`src/design/p1305_pkg.sv`:
```
// ----------------------------------------------------------------------------
// Poly1305 package
// Shared types and constants for the Poly1305 authenticator.
// ----------------------------------------------------------------------------
package p1305_pkg;

  localparam logic [127:0] ClampMask = 128'h0ffffffc0ffffffc0ffffffc0fffffff;
  localparam int unsigned  LimbW     = 26;
  localparam int unsigned  NumLimbs  = 5;

  // Block register indexes.
  typedef enum logic [1:0] {
    REG_R_LOW  = 2'd0,
    REG_R_HIGH = 2'd1,
    REG_S_LOW  = 2'd2,
    REG_S_HIGH = 2'd3
  } reg_idx_e;

  // One classified block queued from the front end to the engine.
  typedef struct packed {
    logic [129:0] blk;     // padded message block with the high 1 bit
    logic         absorb;  // block carries message bytes
    logic         last;    // emit the tag after this block
  } job_t;

endpackage

```
`src/design/p1305_front.sv`:
```
// ----------------------------------------------------------------------------
// Poly1305 front end
// Masks and pads each input block and passes it on through a two-entry queue.
// ----------------------------------------------------------------------------
module p1305_front (
  input  logic              clk_i,
  input  logic              rst_ni,
  input  logic              in_valid_i,
  output logic              in_ready_o,
  input  logic [63:0]       block_low_i,
  input  logic [63:0]       block_high_i,
  input  logic [4:0]        byte_count_i,
  input  logic              last_block_i,
  output logic              job_valid_o,
  input  logic              job_ready_i,
  output p1305_pkg::job_t   job_o
);
  import p1305_pkg::*;

  logic [4:0]   n;
  logic [127:0] raw, mask;
  logic [129:0] padded;
  job_t         job_in;
  job_t         q_q [2];
  logic         wp_q, rp_q;
  logic [1:0]   cnt_q;
  logic         push, pop;

  always_comb begin
    n    = (byte_count_i > 5'd16) ? 5'd16 : byte_count_i;
    raw  = {block_high_i, block_low_i};
    mask = (n == 5'd16) ? '1 : ((128'd1 << {n, 3'b000}) - 128'd1);
    padded = {2'b00, raw & mask} | (130'd1 << {n, 3'b000});
    job_in.blk    = padded;
    job_in.absorb = (n != 5'd0);
    job_in.last   = last_block_i;
  end

  // Items with no bytes and no last flag change nothing; they are dropped.
  assign in_ready_o  = (cnt_q != 2'd2);
  assign push        = in_valid_i && in_ready_o && (job_in.absorb || job_in.last);
  assign job_valid_o = (cnt_q != 2'd0);
  assign pop         = job_valid_o && job_ready_i;
  assign job_o       = q_q[rp_q];

  always_ff @(posedge clk_i) begin
    if (push) q_q[wp_q] <= job_in;
  end

  always_ff @(posedge clk_i or negedge rst_ni) begin
    if (!rst_ni) begin
      wp_q  <= 1'b0;
      rp_q  <= 1'b0;
      cnt_q <= 2'd0;
    end else begin
      if (push) wp_q <= ~wp_q;
      if (pop)  rp_q <= ~rp_q;
      cnt_q <= cnt_q + {1'b0, push} - {1'b0, pop};
    end
  end

endmodule

```
`config.mk`:
```
export PLATFORM = sky130hd
export DESIGN_NAME = p1305_front
export DESIGN_NICKNAME = d
export VERILOG_FILES = /design/src/design/p1305_pkg.sv /design/src/design/p1305_front.sv
export SDC_FILE = /design/constraint.sdc
export NUM_CORES = 1
export LEC_CHECK = 0
export BUFFER_PORTS_ARGS = -buffer_cell sky130_fd_sc_hd__buf_2
export CAP_MARGIN = 10
export CELL_PAD_IN_SITES_DETAIL_PLACEMENT = 0
export CELL_PAD_IN_SITES_GLOBAL_PLACEMENT = 1
export CORE_UTILIZATION = 44
export DETAILED_ROUTE_END_ITERATION = 10
export PLACE_DENSITY_LB_ADDON = 0.1
export SYNTH_ARGS = -nofsm -noshare
export SYNTH_HDL_FRONTEND = slang
export SYNTH_SLANG_ARGS = --single-unit
```
`constraint.sdc`:
```
create_clock -name clk_i -period 9.2 [get_ports clk_i]
set_input_delay 1.84 -clock clk_i [delete_from_list [all_inputs] [get_ports clk_i]]
set_output_delay 1.84 -clock clk_i [all_outputs]
set_load 0.01 [all_outputs]
```
==> metrics, run 1 <==
run status completed; Root Driver clkbuf_16; Synth warnings 0; global-route wire length before repair 35300 µm; htree depth 1; CTS Hold Bufs 0; critical path type reg -> out; GP Congestion 0.746; count of final max-slew check failures 0; slew of the pin with the lowest slew margin 1200 ps; fin crit period 4890 ps; clock-pin slew on the worst setup and hold paths 60 ps; Post-Syn Nets 785; ratio of cells with drive above 1 in the final layout 48.9%; Seq/Total Area, Yosys 72.6%; HPWL after DPL 15200 µm; core box area 0.0244 mm²; Net Sw Power 1.16 mW; setup violators final 0; DR WL/cell 18.2 µm; number of port buffers 270; Logic pwr share 28.9%; ys flop type edfxtp_1; Overflow after GRT 0; Yosys reg bits 266; worst skew pair latency 530 ps; Worst setup EP type output port; Flop pwr share 44.4%; postcts setup bufs 0; Worst Path Max Fanout 86; cts bufs inserted 28; Residual DRC 0; fmax 204 MHz; Clock Skews 7.90 ps; pin count of the biggest net entering global routing 108; Die Ht 160 µm; vias in the first global route 6411; FP Rows 57; Data arrival, critical path 3050 ps; Worst IR Drop VDD 0.000167 V; Async SR Flop Fraction 1.50%; Tot GR Track Use 17.9%; Final nets 1055; final setup margin 4310 ps; area grow syn2layout 23.3%; leading cell types in the layout, fill and taps excluded 270 x buf_2, 262 x edfxtp_1, 131 x mux2_2; synthesized area per cell 17.0 µm²; # IOs 272; Max-Cap Viols 0; Die W 160 µm; synthesized cell area 0.0110 mm²; post-place setup slack 4780 ps; total power 3.98 mW; Syn Inst Count 644; Leak 5.10 nW; Post-DRT Antenna Nets 0; Filler cells 2041; Vias/cell 4.91; CTS resizes 0; first-pass iteration count of the detailed router 4; routed wire length 23100 µm; most common cell after layout, fill and taps aside buf_2; CTS Buffer Depth 3; Clock Power Share 26.7%; Final Hold Viols 0; period utilization 53.2%; Pwr Density 294 mW/mm²; 1st-iter DRT viols 294; Unique masters post-synth 46; Starting Density 45.0%; setup_tns 0 ps; slew margin rel. 20.3%; Hold Crit Class reg -> reg; unrepaired setup endpoints after global routing false; Startpoint Class flip-flop; CTS tree built; number of synthesized flops with an enable pin 262; Worst Path Required 7360 ps; Die Area 0.0256 mm²; clock sink count 266; routed vias 6215; Switching Fraction 29.2%; cell internal pwr 2.82 mW; initial antenna violation count 7
## worst paths after layout
kind                               startpoint                     to  slack, ps  cells past startpoint
max                          rp_q$_DFFE_PN0P_              job_o[70]       4310                      3
max in group asynchronous              rst_ni       rp_q$_DFFE_PN0P_       7960                      1
max reg2reg                cnt_q[1]$_DFF_PN0_  q_q[0][110]$_DFFE_PP_       6770                      4
min in group asynchronous              rst_ni       rp_q$_DFFE_PN0P_       1100                      1
min                        cnt_q[1]$_DFF_PN0_     cnt_q[1]$_DFF_PN0_        510                      1
min reg2reg                cnt_q[1]$_DFF_PN0_     cnt_q[1]$_DFF_PN0_        510                      1
## worst max-delay path, stage by stage, from the launching register on
cell and delay [ps]:
dfrtp_4 850, buf_4 990, mux2_2 440, buf_2 140
## cell families after synthesis
| group | count (synthesis) | synth area share [%] |
|---|---|---|
| fa+ha+maj | 3 | 0.342 |
| other cells | 1 | 0.0342 |
| mux | 131 | 13.4 |
| xor+xnor | 5 | 0.399 |
| compound gates | 38 | 2.63 |
| simple gates | 161 | 8.88 |
| flops | 266 | 72.6 |
| buf+inv | 39 | 1.68 |
## power groups by stage
stage	combinational, mW	sequential [mW]	clock, mW
floorplan	0.770	1.79	0
detailed placement	1.17	1.80	0
CTS	1.18	1.77	1.09
global placement	1.17	1.78	0
global route	1.24	1.80	1.14
finish	1.15	1.77	1.06
## synthesized netlist by cell type, types with 2 or more instances
master / number / area share, %
edfxtp_1: 262 / 72
xnor2_1: 3 / 0.24
dfrtp_1: 4 / 0.91
or3_1: 2 / 0.11
a21oi_2: 3 / 0.24
o21ai_0: 8 / 0.36
and3_1: 15 / 0.85
nor2_1: 5 / 0.17
mux2_2: 131 / 13
or2_1: 2 / 0.11
inv_1: 5 / 0.17
and2b_1: 2 / 0.14
a21o_1: 2 / 0.14
clkbuf_1: 5 / 0.17
or2_2: 2 / 0.11
nand3_1: 2 / 0.091
buf_2: 27 / 1.2
nand2b_1: 4 / 0.23
a22oi_1: 2 / 0.14
ha_1: 3 / 0.34
a21oi_1: 9 / 0.41
and2_1: 33 / 1.9
a22o_1: 3 / 0.24
nor2b_1: 70 / 4.0
nor3_1: 3 / 0.14
xor2_1: 2 / 0.16
o211ai_1: 3 / 0.21
nand2_1: 14 / 0.48
## per-stage QoR
stage	area [µm²]	util [%]	hold WS (ps)	instances
3_5_place_dp	12600	51.8	492	1208
6_report	13500	55.5	506	1265
2_1_floorplan	11000	-	460	644
4_1_cts	13500	55.4	508	1259
3_3_place_gp	12600	51.8	479	1208
5_1_grt	13500	55.4	536	1259
## metal layers
layer	vias to the layer above	routed length, µm	GRT usage [%]
li1	2969	-	-
met1	3013	10000	23.6
met2	190	11000	29.2
met3	35	1650	4.94
met4	8	418	4.89
met5	-	55	0
## flip-flops by register name, indices dropped and copies added (netlist names)
signal and count:
cnt_q 2, rp_q 1, q_q 262, wp_q 1
## layout make-up
type,count,area [µm²],share of cell area (%)
Clock buffer,30,729,5.39
Sequential cell,266,7970,58.9
Clock inverter,21,146,1.08
Multi-Input combinational cell,339,2840,21.0
Tap cell,324,405,3.00
Timing Repair Buffer,273,1400,10.3
Inverter,6,22.5,0.166
Antenna cell,6,15.0,0.111
Power figures use the tool's default switching activity.
==> run 2, diff against run 1 <==
CORE_UTILIZATION = 40   (was 44)
clock period = 4.05 ns   (was 9.2 ns; I/O delays follow)
==> run 2 against run 1 <==
  * Clock skew is 4.1 ps higher
  * Clock power is 150% higher
  * Worst hold slack worse by 450 ps
  * Wire length is 6.3% higher
  * Sequential power is 130% higher
  * Cell count is 1.9% higher
  * Largest power group unchanged
==> metrics, run 2 (synthesis results as in run 1) <==
Clock Skews 12.0 ps; CTS tree built; slowest cell on the critical path dfrtp_4; Starting Density 40.7%; Data arrival, critical path 2330 ps; routed wire length 24500 µm; Flop pwr share 43.0%; slew margin rel. 44.5%; Filler cells 2356; # IOs 272; initial antenna violation count 8; Vias/cell 4.89; top flop regs q_q x262, cnt_q x2; global-route wire length before repair 37900 µm; Pwr Density 681 mW/mm²; final instance area 0.0137 mm²; DR WL/cell 19.0 µm; CTS Hold Bufs 0; Clock Power Share 28.1%; Tot GR Track Use 17.5%; area grow syn2layout 24.6%; Layout Utilization 50.7%; Most flops, register q_q; Hold Crit Class in -> async; Worst IR Drop VDD 0.000330 V; GP Congestion 0.718; FP Rows 60; Net Sw Power 2.74 mW; final setup margin 906 ps; run status completed; post-place setup slack 765 ps; max FFs per register 262; Worst Path Max Fanout 42; Logic pwr share 28.9%; Final nets 1061; Residual DRC 0; cts bufs inserted 29; Die Ht 168 µm; routed vias 6306; unrepaired setup endpoints after global routing false; clock sink count 266; peak per-stage delay on the critical path 800 ps; Register Area 0.00797 mm²; cell internal pwr 6.57 mW; R2R setup slack 1720 ps; Post-DRT Antenna Nets 0; worst skew pair latency 540 ps; multi-input logic area 0.00284 mm²; Overflow after GRT 0; crit-path cells buf_4 > mux2_2 > buf_2; HPWL after DPL 16800 µm; Switching Fraction 29.4%; Leak 5.16 nW; first-pass iteration count of the detailed router 7; Startpoint Class flip-flop; clock-pin slew on the worst setup and hold paths 60 ps; period utilization 77.6%; Reg2Reg Depth 4; Worst Path Required 3240 ps; vias in the first global route 6667; 1st-iter DRT viols 207; fmax 318 MHz; critical path type reg -> out; Die Area 0.0281 mm²; CTS resizes 0; slew of the pin with the lowest slew margin 830 ps; number of port buffers 270; Max-Cap Viols 0; setup violators final 0; Die W 168 µm; count of final max-slew check failures 0; fin crit period 3140 ps; core box area 0.0270 mm²; Final Hold Viols 0; ratio of cells with drive above 1 in the final layout 49.6%; postcts setup bufs 0; pin count of the biggest net entering global routing 83; most common cell after layout, fill and taps aside buf_2; htree depth 1; leading cell types in the layout, fill and taps excluded 270 x buf_2, 262 x edfxtp_1, 131 x mux2_2; CTS Buffer Depth 3; RR Startpoint cnt_q[1]$_DFF_PN0_; Root Driver clkbuf_16; Reg-to-Reg End q_q[1][73]$_DFFE_PP_; Worst setup EP type output port; dpl cell area 0.0127 mm²
==> run 2: cell count changes in the layout (fill, tap and decap cells not counted), moves of 2 or more <==
| cell | previous run | this run |
|---|---|---|
| clkinv_1 | 11 | 6 |
| buf_4 | 1 | 5 |
| bufinv_16 | 2 | 4 |
| clkbuf_1 | 1 | 3 |
| clkinvlp_4 | 2 | 4 |
==> run 2: worst max-delay path by stage <==
stage          depth (start not counted)        startpoint              endpoint  slack, ps
2_1_floorplan                          4   byte_count_i[0]   q_q[0][0]$_DFFE_PP_      -1070
3_3_place_gp                           6   byte_count_i[4]   q_q[1][7]$_DFFE_PP_        870
3_5_place_dp                           6   byte_count_i[4]  q_q[1][71]$_DFFE_PP_        770
4_1_cts                                3  rp_q$_DFFE_PN0P_            job_o[129]        810
5_1_grt                                3  rp_q$_DFFE_PN0P_             job_o[41]        760
6_report                               3  rp_q$_DFFE_PN0P_            job_o[129]        910
==> run 2: cell type report <==
type | count | share of cell area [%]
Inverter | 6 | 0.165
Timing Repair Buffer | 278 | 10.6
Multi-Input combinational cell | 339 | 20.8
Sequential cell | 266 | 58.3
Tap cell | 341 | 3.12
Antenna cell | 5 | 0.0915
Clock buffer | 32 | 5.39
Clock inverter | 22 | 1.58
==> run 2: metal layers <==
metal  track usage [%]  routed length (µm)
met1              21.9               10400
met2              29.7               12000
met3              5.01                1680
met4              4.67                 461
met5                 0                  45
==> run 2: through the flow <==
step | hold WS [ps] | setup TNS, ps | power (mW) | instances
3_3_place_gp | 475 | 0 | 6.75 | 1230
5_1_grt | 42.5 | 0 | 9.77 | 1286
6_report | 55.8 | 0 | 9.31 | 1289
2_1_floorplan | 460 | -281480 | 5.76 | 644
3_5_place_dp | 491 | 0 | 6.81 | 1230
4_1_cts | 32.1 | 0 | 9.46 | 1284
==> run 2: power groups by stage <==
stage / clock network (mW) / registers (mW) / logic (mW)
after global placement: 0 / 4.04 / 2.71
after CTS: 2.69 / 4.02 / 2.75
after floorplan: 0 / 4.01 / 1.75
after detailed placement: 0 / 4.07 / 2.74
final: 2.62 / 4.01 / 2.69
after global routing: 2.79 / 4.08 / 2.91
==> run 2: worst max-delay path: cells and delay by family, from the launching register on <==
kind     cells  cell delay [ps]
buf+inv      2              580
flops        1              800
mux          1              400
==> run 3, diff against run 2 <==
ABC_AREA = 1   (was not set)
CORE_UTILIZATION = 41   (was 40)
clock period = 3.1 ns   (was 4.05 ns; I/O delays follow)
==> run 3 against run 2 <==
  * First-iteration DRC count up 140%
  * Clock skew down 2.3 ps
  * Register-to-register slack lost 470 ps
  * Cell count up 32%
  * Sequential cell count unchanged
  * Clock power grew 24%
  * Cell area is 1.8% higher
  * Sequential power increased by 27%
  * Via count increased by 22%
  * Critical path depth up 2
==> metrics, run 3 <==
run status completed; CTS tree built; Overflow after GRT 0; Worst IR Drop VDD 0.000485 V; ratio of cells with drive above 1 in the final layout 25.8%; Clock Skews 9.70 ps; Unique masters post-synth 34; final instance area 0.0139 mm²; max FFs per register 262; Hold Crit Class in -> reg; Worst setup EP type output port; critical path type reg -> out; Residual DRC 0; DR WL/cell 15.4 µm; # IOs 272; routed wire length 26200 µm; Vias/cell 4.53; slowest cell on the critical path dfrtp_4; top flop regs q_q x262, cnt_q x2; Worst Path Max Fanout 52; CTS resizes 0; fin crit period 2700 ps; synthesized area per cell 10.6 µm²; first-pass iteration count of the detailed router 8; htree depth 1; Final Hold Viols 0; Startpoint Class flip-flop; Async SR Flop Fraction 1.50%; Syn Inst Count 1061; peak per-stage delay on the critical path 500 ps; count leader, synth nand2_1; worst skew pair latency 530 ps; number of port buffers 270; Data arrival, critical path 2080 ps; core box area 0.0270 mm²; Filler cells 2479; Post-DRT Antenna Nets 0; Final nets 1475; period utilization 87.0%; Starting Density 41.7%; slew of the pin with the lowest slew margin 858 ps; ys flop type edfxtp_1; cts bufs inserted 28; largest cells by area after synthesis edfxtp_1 70%, nand2_1 15%, inv_1 4.4%, nor2_1 3.9%, clkbuf_1 1.0%; Most flops, register q_q; synthesized cell area 0.0112 mm²; Post-Syn Nets 1202; unrepaired setup endpoints after global routing false; slew margin rel. 42.0%; FP Rows 60; most frequent cell on the critical path nand2_1; top-area cell type share of the netlist area 70.0%; Synth warnings 0; R2R setup slack 1250 ps; Pwr Density 885 mW/mm²; CTS Buffer Depth 3; dpl cell area 0.0130 mm²; Layout Utilization 51.6%; Worst Path Required 2480 ps; vias in the first global route 7397; Die Area 0.0281 mm²; area grow syn2layout 23.9%; Seq/Total Area, Yosys 70.9%; pin count of the biggest net entering global routing 132; Root Driver clkbuf_16; GP Congestion 0.794; HPWL after DPL 17200 µm; Tot GR Track Use 18.5%; clock-pin slew on the worst setup and hold paths 60 ps; count of final max-slew check failures 0; number of synthesized flops with an enable pin 262; Yosys reg bits 266; routed vias 7687; crit-path cells inv_4 > buf_12 > nand2_1 > nand2_1 > buf_2; 1st-iter DRT viols 489; leading cell types in the layout, fill and taps excluded 443 x nand2_1, 270 x buf_2, 262 x edfxtp_1; Die W 168 µm; Die Ht 168 µm; fmax 371 MHz; cell taking the most area after synthesis edfxtp_1; Leak 6.58 nW; setup violators final 0; most common cell after layout, fill and taps aside nand2_1; commonest cells in the netlist 443 x nand2_1, 262 x edfxtp_1, 133 x inv_1; global-route wire length before repair 39900 µm; clock sink count 266; Max-Cap Viols 0; initial antenna violation count 7
==> run 3: cell types whose count changed after synthesis, moves of 25 or more <==
cell      delta
nand2_1    +429
mux2_2     -131
inv_1      +128
nor2_1     +112
nor2b_1     -70
and2_1      -33
buf_2       -25
clkbuf_1    +25
==> run 3: path summary, 6_finish.rpt <==
path / startpoint / end / depth (start not counted)
min in group asynchronous: rst_ni / cnt_q[0]$_DFF_PN0_ / 2
worst min register to register: wp_q$_DFFE_PN0P_ / wp_q$_DFFE_PN0P_ / 2
worst max register to register: cnt_q[1]$_DFF_PN0_ / q_q[0][93]$_DFFE_PP_ / 4
worst max-delay path: rp_q$_DFFE_PN0P_ / job_o[69] / 5
worst min-delay path: last_block_i / q_q[1][0]$_DFFE_PP_ / 1
max in group asynchronous: rst_ni / rp_q$_DFFE_PN0P_ / 2
==> run 3: area by class of cell <==
class                      instances  area (µm²)  area share, %
antenna                            4        10.0         0.0719
clock inverter                    14         140           1.01
tap                              341         427           3.07
sequential                       266        7970           57.3
timing repair buffer             281        1500           10.8
inverter                         139         531           3.81
multi-input combinational        618        2590           18.6
clock buffer                      35         748           5.38
==> run 3: critical path, delay by kind of cell (launching register included) <==
kind                   cells  cell delay [ps]
buffers and inverters      3              820
flip-flops                 1              500
AND/OR/NAND/NOR            2              180
==> run 3: what timing repair did <==
item | 4_1_cts | 5_1_grt
hold endpoints to repair | 4 | 0
setup buffers | 0 | 0
hold buffers | 1 | 0
==> run 3: layer usage <==
| layer | global-route usage (%) | vias up | share of wire [%] |
|---|---|---|---|
| met2 | 30.4 | 225 | 47 |
| met3 | 4.56 | 40 | 7.0 |
| met4 | 5.03 | 8 | 1.7 |
| met1 | 24.5 | 3497 | 44 |
| li1 | - | 3917 | - |
| met5 | 0 | - | 0.20 |
==> run 3: cells by family (layout without fill, tap and decap cells) <==
logic type	Yosys count	after routing	synth area share, %
other	1	5	0.0334
DFF	266	266	70.9
adders and majority gates	3	3	0.334
and+or+nand+nor	601	601	21.5
buffers and inverters	177	469	6.20
xor gates and xnor gates	3	3	0.234
AOI/OAI and AO/OA	10	10	0.735
==> run 3: metrics by stage <==
stage                     TNS, ps  hold slack [ps]  total power [mW]  cells  setup slack [ps]
after floorplan           -201830              324              7.45   1061              -847
after global placement          0              442              9.20   1644               543
after detailed placement        0              443              9.24   1644               529
after CTS                       0              279              12.5   1694               333
after global routing            0              278              13.1   1696               256
final                           0              302              12.3   1698               404
==> run 3: power by group <==
part           switching, mW  leakage (nW)  total [mW]  internal [mW]
clock network           1.31         0.432        3.25           1.94
registers              0.167          2.50        5.08           4.91
logic                   2.72          3.65        4.00           1.27
